<file path="config.mk">
export PLATFORM = sky130hd
export DESIGN_NAME = triangle_primitive_assembler_top
export DESIGN_NICKNAME = d
export VERILOG_FILES = /design/src/rtl/tpa_pkg.sv /design/src/rtl/tpa_assemble.sv /design/src/rtl/tpa_tri_queue.sv /design/src/rtl/triangle_primitive_assembler_top.sv
export SDC_FILE = /design/constraint.sdc
export NUM_CORES = 1
export LEC_CHECK = 0
export BUFFER_PORTS_ARGS = -buffer_cell sky130_fd_sc_hd__clkbuf_2
export CORE_MARGIN = 2
export CORE_UTILIZATION = 45
export CTS_BUF_LIST = sky130_fd_sc_hd__clkbuf_8
export DETAILED_ROUTE_END_ITERATION = 7
export GPL_ROUTABILITY_DRIVEN = 0
export PLACE_DENSITY = 0.61
export RECOVER_POWER = 100
export SETUP_SLACK_MARGIN = 0.2
export SKIP_CTS_REPAIR_TIMING = 1
export SLEW_MARGIN = 20
export SYNTH_ARGS = -nofsm -noshare
export SYNTH_HDL_FRONTEND = slang
export SYNTH_SLANG_ARGS = --single-unit
</file>
<file path="constraint.sdc">
create_clock -name clk -period 8 [get_ports clk]
set_clock_uncertainty 0.15 [all_clocks]
set_input_delay 1.6 -clock clk [delete_from_list [all_inputs] [get_ports clk]]
set_output_delay 1.6 -clock clk [all_outputs]
set_load 0.02 [all_outputs]
</file>
<file path="src/rtl/tpa_pkg.sv">
// ----------------------------------------------------------------------------
// tpa_pkg
// shared types and constants of the triangle primitive assembler
// ----------------------------------------------------------------------------
package tpa_pkg;

  localparam int CORNER_BITS = 32;
  localparam int MODE_BITS   = 3;

  localparam logic [MODE_BITS-1:0] MODE_TRIANGLES  = 3'd0;
  localparam logic [MODE_BITS-1:0] MODE_STRIP      = 3'd1;
  localparam logic [MODE_BITS-1:0] MODE_FAN        = 3'd2;
  localparam logic [MODE_BITS-1:0] MODE_QUADS      = 3'd3;
  localparam logic [MODE_BITS-1:0] MODE_QUAD_STRIP = 3'd4;

  // entries written into the result queue in one cycle
  typedef struct packed {
    logic first;
    logic second;
  } tpa_push_t;

endpackage

</file>
<file path="src/rtl/tpa_assemble.sv">
// ----------------------------------------------------------------------------
// tpa_assemble
// input register, vertex history and per-mode triangle assembly
// ----------------------------------------------------------------------------
module tpa_assemble #(
  parameter int INDEX_BITS = 32
) (
  input  logic                          clk,
  input  logic                          rst,
  input  logic                          cfg_we,
  input  logic [tpa_pkg::MODE_BITS-1:0] cfg_wdata,
  input  logic                          in_valid,
  output logic                          in_ready,
  input  logic [INDEX_BITS-1:0]         in_index,
  input  logic                          in_eob,
  input  logic                          room,
  output tpa_pkg::tpa_push_t            push,
  output logic [3*INDEX_BITS:0]         entry0,
  output logic [3*INDEX_BITS:0]         entry1
);
  import tpa_pkg::*;

  logic [MODE_BITS-1:0]  primitive_mode;
  logic                  stage_valid;
  logic [INDEX_BITS-1:0] stage_index;
  logic                  stage_eob;
  logic [INDEX_BITS-1:0] history_oldest;
  logic [INDEX_BITS-1:0] history_middle;
  logic [INDEX_BITS-1:0] history_newest;
  logic [INDEX_BITS-1:0] fan_anchor;
  logic [1:0]            batch_phase;
  logic [1:0]            batch_phase_next;
  logic [1:0]            warmup_count;
  logic                  strip_parity;
  logic                  fire;
  logic                  emit_one;
  logic                  emit_two;
  logic [INDEX_BITS-1:0] a0, b0, c0, a1, b1, c1;

  assign fire     = stage_valid && room;
  assign in_ready = !stage_valid || room;

  always_ff @(posedge clk) begin
    if (rst) begin
      primitive_mode <= MODE_TRIANGLES;
    end else if (cfg_we) begin
      primitive_mode <= cfg_wdata;
    end
  end

  always_ff @(posedge clk) begin
    if (rst) begin
      stage_valid <= 1'b0;
    end else if (in_ready) begin
      stage_valid <= in_valid;
    end
  end

  always_ff @(posedge clk) begin
    if (in_valid && in_ready) begin
      stage_index <= in_index;
      stage_eob   <= in_eob;
    end
  end

  always_comb begin
    emit_one = 1'b0;
    emit_two = 1'b0;
    a0 = history_middle;
    b0 = history_newest;
    c0 = stage_index;
    a1 = history_oldest;
    b1 = history_newest;
    c1 = stage_index;
    case (primitive_mode)
      MODE_TRIANGLES: begin
        emit_one = (batch_phase == 2'd2);
      end
      MODE_STRIP: begin
        emit_one = warmup_count[1];
        if (strip_parity) begin
          a0 = history_newest;
          b0 = history_middle;
        end
      end
      MODE_FAN: begin
        emit_one = warmup_count[1];
        a0 = fan_anchor;
      end
      MODE_QUADS: begin
        emit_two = (batch_phase == 2'd3);
        a0 = history_oldest;
        b0 = history_middle;
        c0 = history_newest;
      end
      MODE_QUAD_STRIP: begin
        emit_two = (warmup_count == 2'd3) && strip_parity;
        a0 = history_oldest;
        b0 = history_middle;
        c0 = history_newest;
        a1 = history_middle;
        b1 = stage_index;
        c1 = history_newest;
      end
      default: begin
        emit_one = 1'b0;
      end
    endcase
  end

  assign push.first  = fire && (emit_one || emit_two);
  assign push.second = fire && emit_two;
  assign entry0 = {emit_one, c0, b0, a0};
  assign entry1 = {1'b1, c1, b1, a1};

  always_comb begin
    if (primitive_mode == MODE_TRIANGLES) begin
      batch_phase_next = (batch_phase >= 2'd2) ? 2'd0 : batch_phase + 2'd1;
    end else begin
      batch_phase_next = batch_phase + 2'd1;
    end
  end

  always_ff @(posedge clk) begin
    if (rst) begin
      batch_phase  <= 2'd0;
      warmup_count <= 2'd0;
      strip_parity <= 1'b0;
    end else if (fire) begin
      if (stage_eob) begin
        batch_phase  <= 2'd0;
        warmup_count <= 2'd0;
        strip_parity <= 1'b0;
      end else begin
        batch_phase  <= batch_phase_next;
        warmup_count <= (warmup_count == 2'd3) ? 2'd3 : warmup_count + 2'd1;
        strip_parity <= !strip_parity;
      end
    end
  end

  always_ff @(posedge clk) begin
    if (rst) begin
      history_oldest <= '0;
      history_middle <= '0;
      history_newest <= '0;
      fan_anchor     <= '0;
    end else if (fire) begin
      history_oldest <= history_middle;
      history_middle <= history_newest;
      history_newest <= stage_index;
      if (warmup_count == 2'd0) begin
        fan_anchor <= stage_index;
      end
    end
  end

endmodule

</file>
<file path="src/rtl/tpa_tri_queue.sv">
// ----------------------------------------------------------------------------
// tpa_tri_queue
// four-entry result queue, up to two writes and one read per cycle
// ----------------------------------------------------------------------------
module tpa_tri_queue #(
  parameter int INDEX_BITS = 32
) (
  input  logic                  clk,
  input  logic                  rst,
  input  tpa_pkg::tpa_push_t    push,
  input  logic [3*INDEX_BITS:0] entry0,
  input  logic [3*INDEX_BITS:0] entry1,
  output logic                  room,
  output logic                  out_valid,
  input  logic                  out_ready,
  output logic [3*INDEX_BITS:0] out_entry
);
  import tpa_pkg::*;

  localparam int DEPTH = 4;

  logic [3*INDEX_BITS:0] mem [DEPTH];
  logic [1:0]            wr_ptr;
  logic [1:0]            rd_ptr;
  logic [2:0]            count;
  logic [1:0]            push_n;
  logic                  pop;

  assign push_n    = {1'b0, push.first} + {1'b0, push.second};
  assign pop       = out_valid && out_ready;
  assign out_valid = (count != 3'd0);
  assign room      = (count <= 3'd2);
  assign out_entry = mem[rd_ptr];

  always_ff @(posedge clk) begin
    if (push.first) begin
      mem[wr_ptr] <= entry0;
    end
    if (push.second) begin
      mem[wr_ptr + 2'd1] <= entry1;
    end
  end

  always_ff @(posedge clk) begin
    if (rst) begin
      wr_ptr <= 2'd0;
      rd_ptr <= 2'd0;
      count  <= 3'd0;
    end else begin
      wr_ptr <= wr_ptr + push_n;
      rd_ptr <= rd_ptr + {1'b0, pop};
      count  <= count + {1'b0, push_n} - {2'b00, pop};
    end
  end

endmodule

</file>
<file path="src/rtl/triangle_primitive_assembler_top.sv">
// ----------------------------------------------------------------------------
// triangle_primitive_assembler_top
// assembles a vertex index stream into triangles by primitive mode
// ----------------------------------------------------------------------------
// usage:
//   s_axis carries one vertex per transaction: tdata = vertex_index,
//   tlast = end_of_batch. m_axis carries one triangle per transaction:
//   tdata = corner_a, corner_b, corner_c (32 bits each, lowest first),
//   tlast = last_of_run (final triangle caused by one input vertex).
//   cfg_we / cfg_wdata write primitive_mode (0 triangles, 1 strip, 2 fan,
//   3 quads, 4 quad strip); write only while the block is idle.
//   m_tvalid for the first triangle of a vertex rises once the vertex has
//   passed the input register and been written into the result queue.
//   the input takes one vertex per cycle while the queue has room; each vertex
//   yields zero, one or two triangles, and the output drains one triangle
//   per cycle, so a two-triangle vertex costs an extra output beat.
//   an input register feeds the assembly logic, which writes a four-entry
//   result queue; the input register advances while the queue holds at most
//   two triangles, so a stalled receiver stops s_tready once it holds three or four.
//   reset clears the mode to triangles, the vertex history and the queue.
// ----------------------------------------------------------------------------
module triangle_primitive_assembler_top #(
  parameter int INDEX_BITS = 32
) (
  input  logic                          clk,
  input  logic                          rst,
  input  logic                          cfg_we,
  input  logic [tpa_pkg::MODE_BITS-1:0] cfg_wdata,
  input  logic                          s_tvalid,
  output logic                          s_tready,
  input  logic [31:0]                   s_tdata,   // vertex_index
  input  logic                          s_tlast,
  output logic                          m_tvalid,
  input  logic                          m_tready,
  output logic [95:0]                   m_tdata,   // corner_a, corner_b, corner_c
  output logic                          m_tlast
);
  import tpa_pkg::*;

  tpa_push_t             push;
  logic [3*INDEX_BITS:0] entry0;
  logic [3*INDEX_BITS:0] entry1;
  logic [3*INDEX_BITS:0] out_entry;
  logic                  room;

  tpa_assemble #(
    .INDEX_BITS(INDEX_BITS)
  ) u_assemble (
    .clk      (clk),
    .rst      (rst),
    .cfg_we   (cfg_we),
    .cfg_wdata(cfg_wdata),
    .in_valid (s_tvalid),
    .in_ready (s_tready),
    .in_index (s_tdata[INDEX_BITS-1:0]),
    .in_eob   (s_tlast),
    .room     (room),
    .push     (push),
    .entry0   (entry0),
    .entry1   (entry1)
  );

  tpa_tri_queue #(
    .INDEX_BITS(INDEX_BITS)
  ) u_queue (
    .clk      (clk),
    .rst      (rst),
    .push     (push),
    .entry0   (entry0),
    .entry1   (entry1),
    .room     (room),
    .out_valid(m_tvalid),
    .out_ready(m_tready),
    .out_entry(out_entry)
  );

  assign m_tdata = {CORNER_BITS'(out_entry[2*INDEX_BITS +: INDEX_BITS]),
                    CORNER_BITS'(out_entry[INDEX_BITS +: INDEX_BITS]),
                    CORNER_BITS'(out_entry[0 +: INDEX_BITS])};
  assign m_tlast = out_entry[3*INDEX_BITS];

endmodule
</file>
==> run summary, run 1 <==
Post-route clock period utilization - 81.6%
Maximum clock path buffer count - 3
DR WL/cell - 26.8 microns
Post-DP HPWL - 46800 microns
Root Buffer - clkbuf_8
Internal - 5.21 mW
Drt initial violations - 2761
Fmax - 0.153 GHz
Placed Instances - 2905
Area Overhead vs Synth - 11.2%
Most frequent cells in the layout - nand2_1 (424), edfxtp_1 (417), o22ai_1 (195)
Num CTS Buffers - 98
Initial antenna violation count - 2
Post-synthesis cell type count - 56
Post-Syn Instances - 2195
Clock sinks - 565
Worst-path clk slew - 60 ps
Number of synthesized flops with an enable pin - 417
Register area share after synthesis - 58.6%
Drt pass-1 iters - 8
Final Max Slew Viols - 624
Count of final setup violators - 0
# IOs - 140
Post-synth ARST share - 0%
H-tree levels - 3
Least-Margin Pin Slew - 4700 ps
Antenna viol nets, final - 0
Setup_tns - 0 ps
Hold path depth - 2
Fillers - 5146
Final core utilization - 50.7%
DRC Markers - 0
GRT Overall Usage - 27.2%
Crit-path max FO - 67
Initial core utilization - 45.6%
Nets - 2292
Via density - 6.40
RSZ-0062 raised after global routing - no
Sequential power share - 45.7%
Via count - 19800
Synthesized Nets - 2246
Relative slew slack - -214%
Height of the die - 246 microns
DRT Wirelength - 83000 microns
First-pass GRT wire length - 123000 microns
Req. time, crit path - 8450 ps
Port Buffers - 139
Grt ovf - 0
Mapped Area - 26400 sq um
Worst-Skew Late Latency - 710 ps
Worst vdd rail ir drop - 0.168 mV
Warning count from the yosys run - 0
Share of cells above drive strength 1 - 14.5%
Hold Crit Class - reg2reg
CP Capture Type - flip-flop
Final Hold Viols - 0
Core Footprint - 57900 sq um
Max cap viols - 14
#FFs+latches synth - 565
Switching power - 2.26 mW
Clock power share - 36.8%
CP arrival - 6980 ps
Period minus WS final - 6530 ps
Startpoint types - flip-flop
WS Path Type - reg2reg
Final Non-Filler Cells - 3092
Comb power frac - 17.5%
Die area - 60700 sq um
Fin area - 29400 sq um
Status - finished, violations left
Reg2reg path depth - 7
LEAKAGE - 9.88 nW
DP Area - 27500 sq um
Die width - 246 microns
Syn_area_per_cell - 12.0 sq um
Ys flop type - edfxtp_1
Failing checks - capacitance limit, slew limit
PwrDens - 254 nW/um^2
Vias in the first global route - 19400
Sw Share - 30.3%
CTS tree - built
Most common cell after layout, fill and taps aside - nand2_1
Largest net degree at the start of global routing - 79
Std-Cell Rows - 88
==> state kept, by name (all words and copies together), names as in the netlist, 2 cells and up <==
name                       cells
u_queue.mem                  388
u_assemble.fan_anchor         32
u_assemble.history_middle     32
u_assemble.history_newest     32
u_assemble.history_oldest     32
u_assemble.stage_index        32
u_assemble.primitive_mode      3
u_queue.count                  3
u_assemble.batch_phase         2
u_assemble.warmup_count        2
u_queue.rd_ptr                 2
u_queue.wr_ptr                 2
==> routing by layer <==
layer / up-vias / GRT usage, % / wire, microns
li1: 8543 / - / -
met1: 9927 / 39.8 / 35100
met2: 1190 / 40.2 / 37000
met3: 125 / 5.61 / 9090
met4: 0 / 9.69 / 1750
met5: - / 0 / 0
==> logic make-up (layout without fill, tap and decap cells) <==
family	after synthesis	after routing	share of synthesized area (%)
buffers and inverters	241	371	3.93
adder cells (fa/ha/maj)	10	10	0.502
AO/OA/AOI/OAI	609	609	15.4
flip-flops	565	565	58.6
AND/OR/NAND/NOR	552	552	8.74
XOR/XNOR	7	7	0.232
multiplexers	211	211	12.6
other	0	2	0
==> through the flow <==
stage / setup WS [ps] / power [mW] / hold WS (ps)
after floorplan: 3170 / 4.32 / 271
after global placement: 3410 / 4.79 / 291
after detailed placement: 3340 / 4.82 / 297
after CTS: 2790 / 7.53 / 306
after global routing: 1420 / 7.73 / 324
final: 1470 / 7.47 / 307
==> synthesized netlist by cell type (12+ instances only) <==
cell	instances	area share [%]
clkbuf_1	155	2.2
o22ai_1	196	4.6
a31oi_1	12	0.28
a22o_1	112	3.7
buf_2	31	0.59
a211oi_1	30	0.85
mux2i_1	114	4.3
mux4_2	97	8.3
a21oi_1	182	3.4
and3_1	52	1.2
a21o_1	16	0.45
nand2_1	426	6.1
edfxtp_1	417	47
a221oi_1	17	0.56
nor2_1	35	0.50
buf_1	31	0.44
a222oi_1	16	0.61
dfxtp_1	148	11
==> area by class of cell <==
type	instances	area, sq um	area share (%)
antenna	2	5.00	0.0170
clock buffer	124	1710	5.81
clock inverter	60	350	1.19
inverter	10	40.0	0.136
multi-input combinational	1389	9980	34.0
sequential	565	15500	52.7
tap	765	957	3.26
timing repair buffer	177	857	2.92
==> critical path, cell delays in order (launching register included) <==
cell	delay [ps]
dfxtp_1	640
or3b_4	470
o21ai_0	250
buf_4	320
nand3_1	270
clkbuf_1	3320
o21ai_0	620
a21o_1	360
==> path summary, 6_finish.rpt <==
check	end	slack, ps	start
worst min register to register	u_assemble.fan_anchor[13]	310	u_assemble.fan_anchor[13]
worst min-delay path	u_assemble.fan_anchor[13]	310	u_assemble.fan_anchor[13]
worst max-delay path	u_queue.mem[0][96]	1470	u_assemble.primitive_mode[0]
worst max register to register	u_queue.mem[0][96]	1470	u_assemble.primitive_mode[0]
==> power by group through the flow <==
stage	clock [mW]	sequential [mW]	combinational, mW
floorplan	0	3.29	1.04
global placement	0	3.46	1.33
detailed placement	0	3.47	1.35
CTS	2.77	3.41	1.35
global route	2.90	3.43	1.40
finish	2.75	3.41	1.31
No activity file was read; power rests on OpenSTA's default activity.
==> run 2, diff against run 1 <==
--- a/config.mk
+++ b/config.mk
@@ -11,7 +11,7 @@
 export CTS_BUF_LIST = sky130_fd_sc_hd__clkbuf_8
 export DETAILED_ROUTE_END_ITERATION = 7
 export GPL_ROUTABILITY_DRIVEN = 0
-export PLACE_DENSITY = 0.61
+export PLACE_DENSITY = 0.63
 export RECOVER_POWER = 100
 export SETUP_SLACK_MARGIN = 0.2
 export SKIP_CTS_REPAIR_TIMING = 1
==> constraint.sdc (replaced) <==
create_clock -name clk -period 5.4 [get_ports clk]
set_clock_uncertainty 0.15 [all_clocks]
set_input_delay 1.08 -clock clk [delete_from_list [all_inputs] [get_ports clk]]
set_output_delay 1.08 -clock clk [all_outputs]
set_load 0.02 [all_outputs]
==> run 2 against run 1 <==
Compared with the run above: the flow still finishes with violations (capacitance limit, slew limit); clock power rose by 38%; global-route usage fell by 0.32 points; die area did not move; register-to-register slack got worse by 640 ps; routed wire length fell by 0.65%; cell area fell by 0.41%; first-iteration DRC count fell by 9.5%; final cell count did not move; clock-buffer cell count fell by 17; maximum frequency rose by 43%; non-clock buffer count rose by 13.
==> run summary, run 2 (synthesis gave the netlist of run 1 again) <==
Drt initial violations - 2499
Failing checks - capacitance limit, slew limit
Hold Crit Class - reg2reg
Largest net degree at the start of global routing - 73
Max reg flops - 388
H-tree levels - 3
PwrDens - 369 nW/um^2
Share of cells above drive strength 1 - 14.4%
Worst-path clk slew - 60 ps
Worst hold margin - 307 ps
First-pass GRT wire length - 122000 microns
LEAKAGE - 9.84 nW
Most frequent cells in the layout - nand2_1 (422), edfxtp_1 (417), o22ai_1 (195)
Biggest register - u_queue.mem
Nets - 2300
Post-route clock period utilization - 84.6%
CP arrival - 4940 ps
GRT Overall Usage - 26.9%
Clock sinks - 565
RSZ-0062 raised after global routing - no
CTS tree - built
Worst-Skew Late Latency - 680 ps
Port Buffers - 139
Final Max Slew Viols - 346
Req. time, crit path - 5770 ps
DR WL/cell - 26.7 microns
Crit-path max FO - 49
Maximum clock path buffer count - 3
Final Hold Viols - 0
Max cap viols - 6
DRT Wirelength - 82400 microns
Area Overhead vs Synth - 10.8%
Core Footprint - 57900 sq um
Root Buffer - clkbuf_8
WP buf/inv - 3
Antenna viol nets, final - 0
Fmax - 0.219 GHz
Vias in the first global route - 19400
Least-Margin Pin Slew - 3340 ps
Height of the die - 246 microns
# IOs - 140
Num CTS Buffers - 93
Hold path start - u_assemble.fan_anchor[23]
Status - finished, violations left
DRC Markers - 0
Drt pass-1 iters - 8
Std-Cell Rows - 88
Period minus WS final - 4570 ps
Worst vdd rail ir drop - 0.249 mV
Relative slew slack - -123%
Most common cell after layout, fill and taps aside - nand2_1
Initial core utilization - 45.6%
Die area - 60700 sq um
Post-DP HPWL - 47500 microns
Slowest CP cell - clkbuf_2
Setup_tns - 0 ps
RR Startpoint - u_assemble.primitive_mode[2]
Via density - 6.44
Via count - 19900
Top delay family on crit path - buffers and inverters
Grt ovf - 0
CP Capture Type - flip-flop
Die width - 246 microns
Slowest cell delay on critical path - 1120 ps
Crit path cell chain - or3b_4 -> o21ai_0 -> buf_4 -> a2bb2oi_1 -> inv_4 -> clkbuf_2 -> and3_1
Design Power - 10.8 mW
FF-to-FF setup slack - 830 ps
Startpoint types - flip-flop
Worst Setup SP - u_assemble.primitive_mode[2]
WS Path Type - reg2reg
Initial antenna violation count - 1
Count of final setup violators - 0
## run 2: final timing paths
kind                               end  depth (start not counted)
max reg2reg         u_queue.mem[3][55]                          7
max                 u_queue.mem[3][55]                          7
min reg2reg  u_assemble.fan_anchor[23]                          2
min          u_assemble.fan_anchor[23]                          2
## run 2: per-stage QoR
step           util (%)  worst slack [ps]  cell area [sq um]  std cells
3_5_place_dp       47.7              1430              27600       2918
5_1_grt            50.5               691              29300       3092
3_3_place_gp       47.7              1410              27600       2918
6_report           50.5               830              29300       3092
2_1_floorplan         -               568              26400       2195
4_1_cts            51.0              1270              29500       3090
## run 2: final cells by class
type	instances	area, sq um
fillers	5160	28700
flip-flops and latches	565	15500
multi-input cells	1389	9970
clock buffers	107	1470
well taps	765	957
repair buffers	190	943
clock inverters	65	390
inverters	10	40.0
diodes	1	2.50
## run 2: worst reg2reg max path: stages (launching register included)
cell and delay [ps]:
dfxtp_1 590, or3b_4 750, o21ai_0 430, buf_4 420, a2bb2oi_1 200, inv_4 350, clkbuf_2 1140, and3_1 380
## run 2: routing by layer
| metal | vias up | part of all wire (%) | GRT usage (%) |
|---|---|---|---|
| met3 | 147 | 11 | 4.91 |
| met1 | 9974 | 41 | 38.2 |
| met5 | - | 0 | 0 |
| met4 | 0 | 2.8 | 10.4 |
| li1 | 8558 | - | - |
| met2 | 1231 | 45 | 41.2 |
## run 2: power breakdown
part / total (mW) / switching (mW) / internal [mW]
logic: 1.97 / 1.23 / 0.740
clock network: 3.79 / 1.74 / 2.04
registers: 5.03 / 0.306 / 4.72
